## src/hw/rtl/cq_pkg.sv

```systemverilog
// Shared types and constants for the completion queue.
package cq_pkg;

  localparam int CAP_W        = 7;
  localparam int ENTRY_PORT_W = 64;
  localparam int MAX_COUNT_W  = 5;
  localparam int OCC_W        = 7;
  localparam int STAT_W       = 32;

  localparam logic [CAP_W-1:0] CAP_RESET = 7'd64;

  localparam logic [1:0] MODE_POST  = 2'd0;
  localparam logic [1:0] MODE_POLL  = 2'd1;
  localparam logic [1:0] MODE_ARM   = 2'd2;
  localparam logic [1:0] MODE_CLEAR = 2'd3;

  typedef enum logic {
    ST_IDLE,
    ST_POLL
  } cq_state_t;

  // Per-cell control: load takes the new entry, shift takes the right neighbor.
  typedef struct packed {
    logic load;
    logic shift;
  } cq_cell_ctrl_t;

  // Command from the controller to the row of cells.
  typedef struct packed {
    logic push;
    logic pop;
  } cq_chain_cmd_t;

endpackage

```

## src/hw/rtl/cq_cell.sv

```systemverilog
// One storage cell of the queue row: holds one entry.
module cq_cell #(
  parameter int ENTRY_WIDTH = 64
) (
  input  logic                     clk,
  input  cq_pkg::cq_cell_ctrl_t    ctrl,
  input  logic [ENTRY_WIDTH-1:0]   din_new,
  input  logic [ENTRY_WIDTH-1:0]   din_right,
  output logic [ENTRY_WIDTH-1:0]   data
);
  import cq_pkg::*;

  always_ff @(posedge clk) begin
    if (ctrl.load) begin
      data <= din_new;
    end else if (ctrl.shift) begin
      data <= din_right;
    end
  end

endmodule

```

## src/hw/rtl/cq_chain.sv

```systemverilog
// Row of queue cells: the head sits in cell zero and a pop shifts every cell down one place.
module cq_chain #(
  parameter int QUEUE_DEPTH = 64,
  parameter int ENTRY_WIDTH = 64,
  localparam int IDX_W      = $clog2(QUEUE_DEPTH)
) (
  input  logic                     clk,
  input  cq_pkg::cq_chain_cmd_t    cmd,
  input  logic [IDX_W-1:0]         push_index,
  input  logic [ENTRY_WIDTH-1:0]   din,
  output logic [ENTRY_WIDTH-1:0]   head
);
  import cq_pkg::*;

  logic [ENTRY_WIDTH-1:0] cell_data [QUEUE_DEPTH];

  for (genvar i = 0; i < QUEUE_DEPTH; i++) begin : g_cell
    cq_cell_ctrl_t          ctrl;
    logic [ENTRY_WIDTH-1:0] right;

    assign ctrl.load  = cmd.push && (push_index == IDX_W'(i));
    assign ctrl.shift = cmd.pop;

    if (i == QUEUE_DEPTH - 1) begin : g_end
      assign right = cell_data[i];
    end else begin : g_mid
      assign right = cell_data[i+1];
    end

    cq_cell #(
      .ENTRY_WIDTH(ENTRY_WIDTH)
    ) u_cell (
      .clk      (clk),
      .ctrl     (ctrl),
      .din_new  (din),
      .din_right(right),
      .data     (cell_data[i])
    );
  end

  assign head = cell_data[0];

endmodule

```

## src/hw/rtl/completion_queue_with_notify.sv

```systemverilog
// Top level of the completion queue with arm/notify and statistics.
//
//  Channel   Signals                                   Beat taken when
//  -------   ---------------------------------------   ---------------------------
//  command   start, busy, mode, entry_in, max_count    start high and busy low
//  result    result_valid, entry_out ... arm_total     every cycle result_valid is high
//  config    cfg_valid, cfg_ready, cfg_data            cfg_valid and cfg_ready high
//
// Post, arm, clear and a poll that pops nothing yield a single result beat, which shows
// in the next cycle; busy stays low, so a new command may follow at once.
// A poll that pops n entries pops them one at a time, since the row of cells
// shifts down by one place per pop; busy stays high while the remaining pops are made.
// Each result beat appears in the cycle after its pop and lasts exactly one cycle; the
// receiver cannot stall it. Synchronous reset empties the queue, clears the flags and
// statistics and sets the capacity register to 64. Capacity writes are always ready.
module completion_queue_with_notify #(
  parameter int QUEUE_DEPTH = 64,
  parameter int ENTRY_WIDTH = 64,
  parameter int MAX_POLL    = 16
) (
  input  logic                              clk,
  input  logic                              rst,
  // Command channel.
  input  logic                              start,
  output logic                              busy,
  input  logic [1:0]                        mode,
  input  logic [cq_pkg::ENTRY_PORT_W-1:0]   entry_in,
  input  logic [cq_pkg::MAX_COUNT_W-1:0]    max_count,
  // Result channel.
  output logic                              result_valid,
  output logic [cq_pkg::ENTRY_PORT_W-1:0]   entry_out,
  output logic                              entry_valid,
  output logic                              last,
  output logic                              accepted,
  output logic                              notify,
  output logic [cq_pkg::OCC_W-1:0]          occupancy,
  output logic [cq_pkg::STAT_W-1:0]         posted_total,
  output logic [cq_pkg::STAT_W-1:0]         polled_total,
  output logic [cq_pkg::STAT_W-1:0]         overflow_total,
  output logic [cq_pkg::STAT_W-1:0]         arm_total,
  // Configuration channel: the capacity register.
  input  logic                              cfg_valid,
  output logic                              cfg_ready,
  input  logic [cq_pkg::CAP_W-1:0]          cfg_data
);
  import cq_pkg::*;

  localparam int IDX_W  = $clog2(QUEUE_DEPTH);
  localparam int FILL_W = $clog2(QUEUE_DEPTH + 1);
  // Common width for comparing fill, capacity and poll counts.
  localparam int CW     = (FILL_W > CAP_W) ? FILL_W : CAP_W;

  localparam logic [CW-1:0] DEPTH_C = CW'(QUEUE_DEPTH);
  localparam logic [CW-1:0] POLL_C  = CW'(MAX_POLL);

  // Control state.
  cq_state_t         state, state_next;
  logic [CAP_W-1:0]  capacity;
  logic [FILL_W-1:0] fill;
  logic [CW-1:0]     remain;
  logic              armed;
  logic              new_flag;
  logic [STAT_W-1:0] posted_cnt, polled_cnt, overflow_cnt, arm_cnt;

  // Command decode.
  logic              accept;
  logic [CW-1:0]     fill_ext, cap_ext, cap_sat, req, want;
  logic              post_ok;
  logic              pop_first, pop_cont, pop, last_pop;
  cq_chain_cmd_t     chain_cmd;
  logic [ENTRY_WIDTH-1:0] head;

  assign cfg_ready = 1'b1;
  assign busy      = (state == ST_POLL);
  assign accept    = start && !busy;

  assign fill_ext = CW'(fill);
  assign cap_ext  = CW'(capacity);
  // Capacity beyond the physical row is clamped to the row length.
  assign cap_sat  = (cap_ext > DEPTH_C) ? DEPTH_C : cap_ext;
  assign post_ok  = fill_ext < cap_sat;

  // Number of entries this poll will pop: request clamped by the poll limit and the fill.
  always_comb begin
    req  = CW'(max_count);
    if (req > POLL_C) begin
      req = POLL_C;
    end
    want = (req > fill_ext) ? fill_ext : req;
  end

  // The first pop happens in the acceptance cycle; the rest follow one per cycle.
  assign pop_first = accept && (mode == MODE_POLL) && (want != '0);
  assign pop_cont  = (state == ST_POLL);
  assign pop       = pop_first || pop_cont;
  assign last_pop  = pop_first ? (want == CW'(1)) : (remain == CW'(1));

  assign chain_cmd.push = accept && (mode == MODE_POST) && post_ok;
  assign chain_cmd.pop  = pop;

  cq_chain #(
    .QUEUE_DEPTH(QUEUE_DEPTH),
    .ENTRY_WIDTH(ENTRY_WIDTH)
  ) u_chain (
    .clk       (clk),
    .cmd       (chain_cmd),
    .push_index(fill[IDX_W-1:0]),
    .din       (entry_in[ENTRY_WIDTH-1:0]),
    .head      (head)
  );

  // Poll sequencer: stays in ST_POLL while more than one pop remains.
  always_comb begin
    state_next = state;
    case (state)
      ST_IDLE: begin
        if (pop_first && (want != CW'(1))) begin
          state_next = ST_POLL;
        end
      end
      ST_POLL: begin
        if (remain == CW'(1)) begin
          state_next = ST_IDLE;
        end
      end
      default: state_next = ST_IDLE;
    endcase
  end

  always_ff @(posedge clk) begin
    if (rst) begin
      state <= ST_IDLE;
    end else begin
      state <= state_next;
    end
  end

  // Queue bookkeeping, flags and statistics.
  always_ff @(posedge clk) begin
    if (rst) begin
      capacity     <= CAP_RESET;
      fill         <= '0;
      remain       <= '0;
      armed        <= 1'b0;
      new_flag     <= 1'b0;
      posted_cnt   <= '0;
      polled_cnt   <= '0;
      overflow_cnt <= '0;
      arm_cnt      <= '0;
    end else begin
      if (cfg_valid && cfg_ready) begin
        capacity <= cfg_data;
      end
      if (pop) begin
        fill       <= fill - FILL_W'(1);
        polled_cnt <= polled_cnt + STAT_W'(1);
        remain     <= (pop_first ? want : remain) - CW'(1);
      end
      if (accept) begin
        case (mode)
          MODE_POST: begin
            if (post_ok) begin
              fill       <= fill + FILL_W'(1);
              posted_cnt <= posted_cnt + STAT_W'(1);
              new_flag   <= 1'b1;
            end else begin
              overflow_cnt <= overflow_cnt + STAT_W'(1);
            end
          end
          MODE_POLL: begin
            // The flag drops when this poll leaves the queue empty; notify is only
            // sampled after the whole poll, so its final value is set right away.
            new_flag <= new_flag && (fill_ext != want);
          end
          MODE_ARM: begin
            armed    <= 1'b1;
            new_flag <= 1'b0;
            arm_cnt  <= arm_cnt + STAT_W'(1);
          end
          MODE_CLEAR: begin
            fill         <= '0;
            armed        <= 1'b0;
            new_flag     <= 1'b0;
            posted_cnt   <= '0;
            polled_cnt   <= '0;
            overflow_cnt <= '0;
            arm_cnt      <= '0;
          end
          default: begin
          end
        endcase
      end
    end
  end

  // Result beat registers. Single-result commands and each pop launch one beat.
  always_ff @(posedge clk) begin
    if (rst) begin
      result_valid <= 1'b0;
    end else begin
      result_valid <= pop || accept;
    end
  end

  always_ff @(posedge clk) begin
    if (pop) begin
      entry_out   <= ENTRY_PORT_W'(head);
      entry_valid <= 1'b1;
      last        <= last_pop;
      accepted    <= 1'b0;
    end else begin
      entry_out   <= '0;
      entry_valid <= 1'b0;
      last        <= 1'b1;
      accepted    <= accept && (mode == MODE_POST) && post_ok;
    end
  end

  // Occupancy, statistics and notify come straight from the state registers, which
  // hold the values after the beat's own update while that beat is on the ports.
  assign notify         = armed && new_flag;
  assign occupancy      = OCC_W'(fill);
  assign posted_total   = posted_cnt;
  assign polled_total   = polled_cnt;
  assign overflow_total = overflow_cnt;
  assign arm_total      = arm_cnt;

endmodule

```

## config.mk

```make
export PLATFORM = sky130hd
export DESIGN_NAME = completion_queue_with_notify
export DESIGN_NICKNAME = d
export VERILOG_FILES = /design/src/hw/rtl/cq_pkg.sv /design/src/hw/rtl/cq_cell.sv /design/src/hw/rtl/cq_chain.sv /design/src/hw/rtl/completion_queue_with_notify.sv
export SDC_FILE = /design/constraint.sdc
export NUM_CORES = 2
export LEC_CHECK = 0
export BUFFER_PORTS_ARGS = -buffer_cell sky130_fd_sc_hd__buf_2
export CAP_MARGIN = 20
export CORE_ASPECT_RATIO = 1.5
export CORE_MARGIN = 2
export CORE_UTILIZATION = 28
export CTS_CLUSTER_DIAMETER = 200
export DETAILED_ROUTE_END_ITERATION = 8
export PLACE_DENSITY = 0.49
export SYNTH_ARGS = -nofsm -noshare
export SYNTH_HDL_FRONTEND = slang
export SYNTH_HIERARCHICAL = 1
export SYNTH_SLANG_ARGS = --single-unit
```

## constraint.sdc

```tcl
create_clock -name clk -period 7 [get_ports clk]
set_input_delay 1.75 -clock clk [delete_from_list [all_inputs] [get_ports clk]]
set_output_delay 1.75 -clock clk [all_outputs]
set_load 0.01 [all_outputs]
```

==> impl_results.md <==
* Synth Area in Simple Gates at 0.0180
* CTS resizes at 0
* Hold path endpoint: entry_out[25]$_SDFF_PP0_
* Routed Antenna Nets at 0
* H-tree depth at 5
* Yosys warns at 6
* DP HPWL at 267 mm
* F_max at 180 MHz
* R2r setup slk at 1.59 ns
* Worst ir drop on vdd at 0.000254 V
* Syn Inst Count at 9,963
* Critical path type: input pin to flop
* Slowest stage delay, CP at approximately 0.56 ns
* Clock Latency Late Sink at around 1.0 ns
* Worst hold margin at 0.439 ns
* Asr flop ratio synth at 0
* Fin. max-slew vios at 0
* Final hold violation count at 0
* Yosys top cell area share at 0.626
* Total GRT Usage at 0.108
* RSZ-0062 raised after global routing: no
* Vias per cell at ~4.4
* WP buf/inv at 2
* Cts bufs inserted at 450
* CP endpoint kind: flop
* Hold path startpoint: u_chain/g_cell[0].u_cell/data[25]$_DFFE_PP_
* Largest net degree at the start of global routing at 68
* Syn Nets at 10.1k
* P_leak at 77.5 nW
* Core area at 699,000 sq um
* Register-to-Register Path Depth at 13
* Synthesized area at roughly 200,000 sq um
* Fin crit period at 5.55 ns
* Adder-cell share of the synthesized area at 0.00140
* Ports at between 200 and 300
* Dpl ws at 0.639 ns
* Worst hold path type: flop to flop
* First-pass GRT wire length at 602 mm
* Core Rows at 376
* Largest family of logic cells by synthesized area: multiplexers
* Multi-input gate area at ~64,000 sq um
* Area leader, netlist: edfxtp_1
* Drt drc at 0
* TritonRoute pass-1 iters at 8
* TritonCTS clock tree: yes
* Req. time, crit path at a little under 8 ns
* Root buffer selected by CTS: clkbuf_16
* Cts-stage hold buffer count at 0
* Rel. slew slack at 0.174
* Vias in the first global route at 98.8k
* Cell repeated most along the worst path: ha_1
* Register bit count reported by yosys at 4,316
* CTS max path bufs at 4
* Filler cell count at 66.9k
* Max-cap violations at 0
* Most used DFF post-synth: edfxtp_1
* Initial core utilization at 0.281
* Die H at a little over 1 mm
* Crit path launch: max_count[4]
* Cell family with most CP delay: compound AO/OA/AOI/OAI gates
* Register area at 127,000 sq um
* Setup Total Neg Slack at 0 ns
* Grt ovf at 0
* Post-synthesis sequential area ratio at 0.649
* Vias at 88.4k
* Final nets at 10.7k
* Area delta synth->final at 14.4%
* Dpl cells at 19.4k
* Initial antenna violation count at 11
* Syn Area/Cell at 19.7 sq um
* Max Clock Skew at between 0.09 and 0.1 ns
* Fraction of layout cells with a size suffix above 1 at 0.508
* Worst-path fanout max at 9
* Count of flip-flops with a built-in enable after synthesis at 4,096
* Status: finished clean
* Clock Sinks at ~4.3k
* Wirelength per Cell at 19.4 um
* Hold depth at 1
* Clock transition at path regs at 0.06 ns
* Worst path slowest cell: a2111oi_2
* RR Endpoint: u_chain/g_cell[15].u_cell/data[39]$_DFFE_PP_
* Placer Congestion at around 0.80
* Cell Pwr Density at 287 nW/um^2
* Setup WS post-layout at between 1 and 1.5 ns
* Area contributors post-synth: edfxtp_1 (63%), mux2_4 (24%), mux2_2 (5.5%), dfxtp_1 (2.2%), buf_6 (2.2%)
* Netlist cell types at 81
* PnR Total Power at roughly 65 mW
* Buffers on Ports at 286
* Die Footprint at 708,000 sq um
* Final WL at 393 mm
* DRT iter0 DRCs at 5,029
* Mux cell area share after synthesis at 0.296
* Postcts setup bufs at 0
* Actual slew at the worst max-slew pin at between 1 and 1.5 ns
* Post-Synth XOR/XNOR Area at 0.00326
* Synth Area in Compound Gates at 0.00700
* R2r startpoint: cap_ext[6]$_SDFFE_PP1P_
* Final cycle utilization of the critical path at 0.793
* Setup violations, final at 0
* Crit-path cells: buf_2 > nor2b_1 > ha_1 > and3_1 > a2111oi_2 > buf_4 > nor3_1 > o22ai_1 > nor2_1 > a21o_1 > a21oi_1 > ha_1 > nand2_1 > nor4_1 > o31ai_1 > mux2_2 > a211oi_1
* Post-Layout Cell Count at 20.2k
* DIE WIDTH at 688 um
* Critical path arrival at 6.42 ns
* Crit start category: input pin
[stage by stage]
step / util / instance area (sq um)
finish: 0.322 / 225000
global route: 0.322 / 225000
CTS: 0.322 / 225000
detailed placement: 0.301 / 210000
global placement: 0.301 / 210000
floorplan: - / 196000
[report_power, final]
group | total [mW] | internal (mW) | switching (mW)
registers | 33.5 | 32.6 | 0.886
logic | 7.61 | 3.90 | 3.70
clock network | 23.4 | 13.3 | 10.1
[cells in the mapped netlist (12+ instances only)]
master and instances:
dfxtp_1 220, edfxtp_1 4096, mux2_4 3136, buf_6 386
nand4_1 32, xnor2_1 43, o21ai_0 51, or2_1 64
ha_1 22, inv_1 37, nand3_1 45, mux2_2 965
nor3_1 28, xor2_1 30, nand2_1 73, buf_2 69
a21oi_1 81, nor4_1 12, and2_1 73, nor2_1 217
and3_1 17, or3_1 21, clkbuf_1 57
[cell families (layout without fill, tap and decap cells)]
logic type	after synthesis	after routing
buf+inv	553	1569
compound gates	218	218
xor+xnor	73	73
flops	4316	4316
other cells	1	6
mux	4113	4113
simple gates	667	667
fa+ha+maj	22	22
[how the worst max path moves through the flow]
stage | to | depth (start not counted) | slack (ns)
after floorplan | u_chain/g_cell[0].u_cell/data[0]$_DFFE_PP_ | 12 | 0.15
after global placement | remain[4]$_SDFFE_PP0N_ | 18 | 0.41
after detailed placement | remain[4]$_SDFFE_PP0N_ | 17 | 0.64
after CTS | u_chain/g_cell[15].u_cell/data[39]$_DFFE_PP_ | 13 | 1.54
after global routing | u_chain/g_cell[15].u_cell/data[39]$_DFFE_PP_ | 13 | 1.20
final | remain[4]$_SDFFE_PP0N_ | 17 | 1.45
[final cells by class]
cell class	instances	area share
Sequential cell	4316	0.567
Multi-Input combinational cell	5094	0.287
Antenna cell	5	0.0000557
Clock buffer	579	0.0540
Tap cell	9261	0.0516
Inverter	37	0.000629
Timing Repair Buffer	708	0.0308
Clock inverter	245	0.00957
[worst reg2reg max path, cell delays in order, from the launching register on]
cell	delay, ns
dfxtp_1	0.31
inv_1	0.16
nand2_1	0.09
ha_1	0.29
a2111oi_1	0.38
a221oi_1	0.17
o21ai_0	0.64
nand3_1	0.36
nor2_1	0.54
or3b_2	0.49
buf_4	0.30
nor2_4	0.70
buf_12	0.33
mux2_4	0.39
[flip-flops by register name (all words and copies together) (netlist names), 7 cells and up]
signal,count
cap_ext,7
remain,7
occupancy,7
arm_total,32
overflow_total,32
posted_total,32
u_chain/g_cell.u_cell/data,4096
entry_out,64
polled_total,32
[cell usage in the layout, fill, tap and decap left out, drive strengths merged, types with 43 or more instances in the layout]
master and instances:
and2 73, clkbuf 579, dfxtp 220, mux2 4101
clkinv 189, or2 68, xnor2 43, nand3 45
a21oi 81, edfxtp 4096, o21ai 52, nand2 73
buf 708, inv 55, nor2 218
[metal layers]
layer  GRT usage  share of wire  wire length, um
met1       0.114           0.37           147000
met2       0.218           0.56           222000
met3      0.0161          0.035            13900
met4      0.0274          0.025             9960
met5           0       0.000066               26
Note: power is estimated with default switching activity, not from simulation.
